$ cat src/sv/cqbs_pkg.sv
// Package of the class queue burst scheduler: widths, limits, codes, types.
// Used by the datapath, controller, top level, checker and testbench; depends on nothing.
package cqbs_pkg;

    localparam int NUM_CLASSES = 5;
    localparam int CLASS_QUEUE_DEPTH = 512;
    localparam int SHARED_FIFO_DEPTH = 4096;
    localparam int MAX_PER_GRANT = 63;
    localparam int CLASS_LIMIT_FIXED = 500;
    localparam int FIFO_LIMIT_FIXED = 3000;
    localparam int CLASS_LIMIT = (CLASS_LIMIT_FIXED < CLASS_QUEUE_DEPTH) ?
                                 CLASS_LIMIT_FIXED : CLASS_QUEUE_DEPTH;
    localparam int FIFO_LIMIT = (FIFO_LIMIT_FIXED < SHARED_FIFO_DEPTH) ?
                                FIFO_LIMIT_FIXED : SHARED_FIFO_DEPTH;

    localparam int CW = $clog2(NUM_CLASSES);
    localparam int CQ_AW = $clog2(CLASS_QUEUE_DEPTH);
    localparam int CQ_CW = $clog2(CLASS_QUEUE_DEPTH + 1);
    localparam int CS_AW = $clog2(NUM_CLASSES * CLASS_QUEUE_DEPTH);
    localparam int SF_AW = $clog2(SHARED_FIFO_DEPTH);
    localparam int SF_CW = $clog2(SHARED_FIFO_DEPTH + 1);
    localparam int NW = $clog2(MAX_PER_GRANT + 1);
    localparam int CQ_DW = 32;
    localparam int SF_DW = 35;

    localparam logic [1:0] MODE_FIFO = 2'd0;
    localparam logic [1:0] MODE_WRR = 2'd1;
    localparam logic [1:0] MODE_APQ = 2'd2;
    localparam logic [1:0] MODE_DISCARD = 2'd3;

    localparam logic OP_ENQUEUE = 1'b0;
    localparam logic OP_GRANT = 1'b1;

    localparam logic [1:0] KIND_ENQ = 2'd0;
    localparam logic [1:0] KIND_PKT = 2'd1;
    localparam logic [1:0] KIND_DONE = 2'd2;

    localparam logic [2:0] REG_MODE = 3'd0;

    typedef enum logic [2:0] {
        ST_IDLE,
        ST_READ,
        ST_CHECK,
        ST_OUT,
        ST_DONE
    } state_t;

    // Payload of one input item.
    typedef struct packed {
        logic        operation;
        logic [15:0] packet_tag;
        logic [2:0]  traffic_class;
        logic [15:0] packet_length;
        logic [19:0] grant_bytes;
    } sched_in_t;

    typedef struct packed {
        logic [15:0] tag;
        logic [2:0]  cls;
        logic [15:0] len;
    } in_item_t;

    typedef struct packed {
        logic [1:0]  result_kind;
        logic        accepted;
        logic [15:0] out_tag;
        logic [2:0]  out_class;
        logic [15:0] out_length;
        logic [19:0] bytes_scheduled;
        logic        last;
    } out_item_t;

    // Controller to datapath.
    typedef struct packed {
        logic          start;      // clear grant totals
        logic          enq;        // do the enqueue of the held item
        logic          rd;         // read head of the selected queue
        logic          pop;        // take the head just checked
        logic          next_cls;   // move to the next class
        logic          new_round;  // go back to class 0, clear round flags
        logic          skip;       // mark a skip in this round
        logic          fifo_sel;   // serve the shared FIFO
    } cmd_t;

    // Datapath to controller.
    typedef struct packed {
        logic fits;          // head packet fits in the remaining capacity
        logic cur_empty;     // selected queue empty
        logic any_pending;   // some class queue holds a packet
        logic under_cap;     // total below capacity
        logic limit_hit;     // grant packet limit reached
        logic weight_done;   // current class used its weight this round
        logic last_cls;      // current class is the last one
        logic round_end;     // a skip or nothing sent in the round
        logic round_sent;    // a packet was sent in this round
    } stat_t;

endpackage

$ cat src/sv/cqbs_ctrl.sv
// Controller state machine: walks a grant over the queues, issues results.
// Depends on cqbs_pkg.
module cqbs_ctrl (
    input  logic             clk,
    input  logic             rst_n,
    input  logic             in_valid,
    output logic             in_ready,
    input  logic             in_op,
    input  logic [1:0]       mode,
    input  cqbs_pkg::stat_t  stat,
    output cqbs_pkg::cmd_t   cmd,
    output logic             out_load,
    output logic [1:0]       out_kind,
    input  logic             out_free
);
    cqbs_pkg::state_t state_reg, state_next;
    logic op_reg, op_next;

    always_ff @(posedge clk or negedge rst_n)
    begin
        if (!rst_n)
        begin
            state_reg <= cqbs_pkg::ST_IDLE;
            op_reg <= 1'b0;
        end
        else
        begin
            state_reg <= state_next;
            op_reg <= op_next;
        end
    end

    always_comb
    begin
        logic wrr, apq, fifo;
        wrr = (mode == cqbs_pkg::MODE_WRR);
        apq = (mode == cqbs_pkg::MODE_APQ);
        fifo = (mode == cqbs_pkg::MODE_FIFO);
        state_next = state_reg;
        op_next = op_reg;
        cmd = '0;
        cmd.fifo_sel = fifo;
        in_ready = 1'b0;
        out_load = 1'b0;
        out_kind = cqbs_pkg::KIND_ENQ;
        case (state_reg)
            cqbs_pkg::ST_IDLE:
            begin
                in_ready = 1'b1;
                if (in_valid)
                begin
                    op_next = in_op;
                    if (in_op == cqbs_pkg::OP_ENQUEUE)
                    begin
                        state_next = cqbs_pkg::ST_DONE;
                    end
                    else
                    begin
                        cmd.start = 1'b1;
                        state_next = cqbs_pkg::ST_READ;
                    end
                end
            end
            cqbs_pkg::ST_READ:
            begin
                // Pick the next queue to look at, or finish the grant. A round robin
                // round tests the capacity only before its first packet is sent.
                if ((!stat.under_cap && (!wrr || !stat.round_sent)) || stat.limit_hit
                    || mode == cqbs_pkg::MODE_DISCARD)
                begin
                    state_next = cqbs_pkg::ST_DONE;
                end
                else if (fifo)
                begin
                    if (stat.cur_empty)
                    begin
                        state_next = cqbs_pkg::ST_DONE;
                    end
                    else
                    begin
                        cmd.rd = 1'b1;
                        state_next = cqbs_pkg::ST_CHECK;
                    end
                end
                else if (stat.cur_empty || (wrr && stat.weight_done))
                begin
                    if (!stat.last_cls)
                    begin
                        cmd.next_cls = 1'b1;
                    end
                    else if (wrr && !stat.round_end && stat.any_pending)
                    begin
                        cmd.new_round = 1'b1;
                    end
                    else
                    begin
                        state_next = cqbs_pkg::ST_DONE;
                    end
                end
                else
                begin
                    cmd.rd = 1'b1;
                    state_next = cqbs_pkg::ST_CHECK;
                end
            end
            cqbs_pkg::ST_CHECK:
            begin
                if (stat.fits)
                begin
                    state_next = cqbs_pkg::ST_OUT;
                end
                else if (fifo)
                begin
                    state_next = cqbs_pkg::ST_DONE;
                end
                else
                begin
                    cmd.skip = wrr;
                    if (!stat.last_cls)
                    begin
                        cmd.next_cls = 1'b1;
                        state_next = cqbs_pkg::ST_READ;
                    end
                    else
                    begin
                        state_next = cqbs_pkg::ST_DONE;
                    end
                end
            end
            cqbs_pkg::ST_OUT:
            begin
                out_kind = cqbs_pkg::KIND_PKT;
                if (out_free)
                begin
                    out_load = 1'b1;
                    cmd.pop = 1'b1;
                    state_next = cqbs_pkg::ST_READ;
                end
            end
            cqbs_pkg::ST_DONE:
            begin
                out_kind = (op_reg == cqbs_pkg::OP_ENQUEUE) ?
                           cqbs_pkg::KIND_ENQ : cqbs_pkg::KIND_DONE;
                if (out_free)
                begin
                    out_load = 1'b1;
                    state_next = cqbs_pkg::ST_IDLE;
                end
            end
            default:
            begin
                state_next = cqbs_pkg::ST_IDLE;
            end
        endcase
        if (apq)
        begin
            cmd.skip = 1'b0;
        end
    end
endmodule

$ cat config.mk
export PLATFORM = sky130hd
export DESIGN_NAME = cqbs_ctrl
export DESIGN_NICKNAME = d
export VERILOG_FILES = /design/src/sv/cqbs_pkg.sv /design/src/sv/cqbs_ctrl.sv
export SDC_FILE = /design/constraint.sdc
export NUM_CORES = 1
export LEC_CHECK = 0
export BUFFER_PORTS_ARGS = -buffer_cell sky130_fd_sc_hd__buf_2
export CELL_PAD_IN_SITES_DETAIL_PLACEMENT = 0
export CELL_PAD_IN_SITES_GLOBAL_PLACEMENT = 2
export CORE_ASPECT_RATIO = 1.2
export CORE_MARGIN = 2
export CORE_UTILIZATION = 22
export DETAILED_ROUTE_END_ITERATION = 6
export PLACE_DENSITY = 0.78
export SLEW_MARGIN = 40
export SYNTH_ARGS = -nofsm -noshare
export SYNTH_HDL_FRONTEND = slang
export SYNTH_SLANG_ARGS = --single-unit
$ cat constraint.sdc
create_clock -name clk -period 4.6 [get_ports clk]
set_input_delay 0.23 -clock clk [delete_from_list [all_inputs] [get_ports clk]]
set_output_delay 0.23 -clock clk [all_outputs]
set_load 0.005 [all_outputs]
* Yosys cells after proc, flatten, opt, wreduce, memory -nomap -nowiden *
Cells that the tools add are included.

word-level totals
  register bits = 4
  output and inout bits = 12
  word-level logic and storage cells = 73

operators by class
  equal/unequal tests = 12
  mux-type cells = 42
  reduce and logical (&&, ||, !) cells = 17

operators with widths
  operator                                                          number
  3-bit 2-to-1 mux                                                  13
  1-bit 2-to-1 mux                                                  22
  3-bit case mux with 5 select lines                                1
  5-bit != test (second input constant)                             2
  2-bit 2-to-1 mux                                                  4
  3-bit by 2-bit == test with 1-bit output (second input constant)  2
  2-bit != test (second input constant)                             3
  5-bit AND reduction                                               1
  2-bit == test (second input constant)                             2
  1-bit logical AND                                                 4
  1-bit zero test                                                   4
  1-bit logical OR                                                  4
  2-bit case mux with 2 select lines                                1
  3-bit by 1-bit == test with 1-bit output (second input constant)  1
  3-bit == test (second input constant)                             1
  3-bit zero test                                                   1
  2-bit by 1-bit == test with 1-bit output (second input constant)  1
  2-bit zero test                                                   1
  1-bit case mux with 2 select lines                                1
  2-bit AND reduction                                               1
  2-bit OR reduction                                                1

* Logic depth before layout (Yosys ltp) *
  word-level depth = 9
  depth in mapped cells = 5
  gate-level depth less buffers = 4

* Least setup slack after synthesis *
Ideal clock, no wire load.

  path type = register to register
  start point = reg state_reg[1]
  end point = reg state_reg[2]
  library setup time = 0.123 ns
  data arrival time = 1.421 ns
  required time = 4.477 ns
  path slack = 3.056 ns
  stages on the path, launching flop included = 6
  buffers on the path = 1
  path through = dfrtp_1 > buf_8 > or3b_1 > a2111oi_4 > a21oi_2 > o221a_1

between the ends
  word-level cells in the longest chain between the ends = 3
  elaborated cells between the ends (all ways) = 12

RTL lines
  element                                                                 line             RTL
  start: declaration                                                      cqbs_ctrl.sv:16  cqbs_pkg::state_t state_reg, state_next;
  start signal: assignment                                                cqbs_ctrl.sv:23  state_reg <= cqbs_pkg::ST_IDLE;
  start signal: assignment                                                cqbs_ctrl.sv:28  state_reg <= state_next;
  3-bit by 1-bit == test with 1-bit output (tied with other cells)        cqbs_ctrl.sv:46  case (state_reg)
  5-bit != test (no source line) / 2-bit != test (equally long branches)  --
  5-bit AND reduction (no source line)                                    --

Several ways; a longest one is shown, not always the timed one.
A chain may end at the register's enable or synchronous reset.

==> results.yml <==
setup_path:
  startpoint_type: "register"
  path_max_fanout: 12
  critPathCaptureType: "output pin"
  critical_path_class: "register to output pin"
  critPathArrivalTime_ns: 1.69
  worstPathRequired_ns: 4.37
layout:
  ff_latch_area_um2: 100
  multi_input_area_um2: 317
  fin_nets: 102
  fill_cells: 199
  area_delta_synth_final_pct: 35.6
  final_common_cell: "buf_2"
  diodes: 0
  layout_common_cells: "buf_2, nor2_1, a21oi_1"
  drive_gt1_frac: 0.417
  largest_register_ffs: 3
clock_network:
  cts_made_buffers: 3
  clk-insertion-delay-late_ns: 0.24
  cts_tree: "yes"
  postCtsSetupRepairBufs: 0
  clockBufferDepth: 2
  ctsResizeCount: 0
  htreeDepth: 1
  ctsRootBufferMaster: "clkbuf_4"
  holdBufCountCts: 1
  clock_sinks: 4
  clkTransAtPathRegs_ns: 0.04
power_and_ir_drop:
  comb_power_share: 0.502
  peakVddDrop_mv: 0.149
  power.switching_uw: 99.8
  p_per_area_mw_per_mm2: 391
  power_frac_seq: 0.312
  leakage_uw: 0.000325
  pwr-share-clk: 0.186
  internal-power_uw: 139
  total_power_uw: 239
  swShare: 0.418
global_routing:
  grt.total_usage: 0.109
  globalRouteOverflowTotal: 0
  grt_pass1_vias: 464
  grt_antenna_before_repair: 0
  grt_pass1_wl_um: 1900
  grt_max_degree: 13
detailed_routing:
  first_pass_iters: 4
  drc_errors: 0
  vias: 521
  wire_per_inst_um: 11.8
  drtAntennaViolNets: 0
  wl_um: 1220
  via_per_inst: 5.06
  initialDrtViolationCount: 5
timing:
  fin_skew_ns: 0.00144
  whs_ns: 0.291
  period_share: 0.417
  finalSetupViolations: 0
  hold_violations: 0
  period_needed_ns: 1.92
  setup_slack_ns: 2.68
  finalSetupTns_ns: 0
  rsz0062_at_grt: "no"
  fmax_ghz: 0.521
  slew_violations: 0
synthesis:
  synth_cell_types: 28
  syn_nets: 73
  synth.avg_cell_area_um2: 7.90
  ys_ff_latch: 4
  synth-edff-count: 0
  async_flop_share: 1.00
  yosysSeqAreaShare: 0.222
  synth-main-ff-cell: "dfrtp_1"
  netlist_area_um2: 450
  netlist_instances: 57
  yosys_warnings: 0
floorplanning:
  die_y_um: 53.6
  start_util: 0.238
  fp.dieW_um: 45.3
  core_mm2: 0.00189
  ios: 28
  dieArea_mm2: 0.00243
  rows: 17
placement:
  dp_slack_ns: 2.92
  gp_congestion: 0.746
  numPortBuffers: 26
  dp_hpwl_um: 991
worst_hold_path:
  hp-class: "primary input to register"
outcome:
  status: "complete, no violations"
run:
  maxCapViolations: 0
[synthesized netlist by cell type (2+ instances only)]
master	number	area (um^2)
nand3b_1	2	15.0
and3_1	4	25.0
nand2_1	2	7.51
inv_1	2	7.51
nor2b_1	3	18.8
or2_2	2	12.5
nor2_1	9	33.8
dfrtp_1	4	100
a21o_1	3	22.5
a21oi_1	7	35.0
a311o_1	2	20.0
[per-layer routing]
metal  track usage  up-vias  wire length (um)  part of all wire
li1              -      262                 -                 -
met1         0.116      241               474              0.39
met2         0.183       14               654              0.54
met3        0.0336        4                58             0.048
met4        0.0735        0                28             0.023
met5             0        -                 0                 0
[worst paths after layout]
path | slack (ns) | cells after the start | to | from
worst max-delay path | 2.68 | 5 | cmd[3] | state_reg[2]$_DFFE_PN0P_
worst min-delay path | 0.29 | 3 | op_reg$_DFFE_PN0P_ | in_valid
worst max register to register | 2.95 | 4 | state_reg[2]$_DFFE_PN0P_ | state_reg[2]$_DFFE_PN0P_
worst min register to register | 0.48 | 1 | op_reg$_DFFE_PN0P_ | op_reg$_DFFE_PN0P_
max in group asynchronous | 4.16 | 2 | state_reg[0]$_DFFE_PN0P_ | rst_n
min in group asynchronous | 0.32 | 2 | state_reg[1]$_DFFE_PN0P_ | rst_n
[kinds of logic (layout without fill, tap and decap cells)]
| kind of cell | after synthesis | after routing | synth area share |
|---|---|---|---|
| flops | 4 | 4 | 0.222 |
| simple gates | 28 | 28 | 0.353 |
| compound gates | 18 | 18 | 0.319 |
| buf+inv | 5 | 32 | 0.0750 |
| mux | 1 | 1 | 0.0222 |
| other cells | 1 | 1 | 0.00833 |
[critical path: stages, from the launching register on]
cell       delay [ns]
dfrtp_1          0.48
or3b_1           0.46
a2111oi_4        0.24
a21oi_1          0.07
nor2_1           0.09
buf_2            0.11
[area by class of cell]
type                    instances  area share
inverters                       2      0.0123
well taps                      19      0.0389
clock buffers                   3      0.0369
repair buffers                 27       0.230
multi-input cells              48       0.518
flip-flops and latches          4       0.164
[through the flow]
stage	utilization	cell area, um^2	cells
5_1_grt	0.323	611	103
3_3_place_gp	0.305	578	99
6_report	0.323	611	103
3_5_place_dp	0.305	578	99
4_1_cts	0.323	611	103
2_1_floorplan	-	450	57
[power groups by stage]
stage	logic, uW	clock network, uW	registers [uW]
finish	120	44.4	74.6
global route	133	47.7	79.1
CTS	121	46.2	74.9
detailed placement	120	0	75.4
global placement	119	0	75.2
floorplan	97.1	0	59.6
Power figures use the tool's default switching activity.
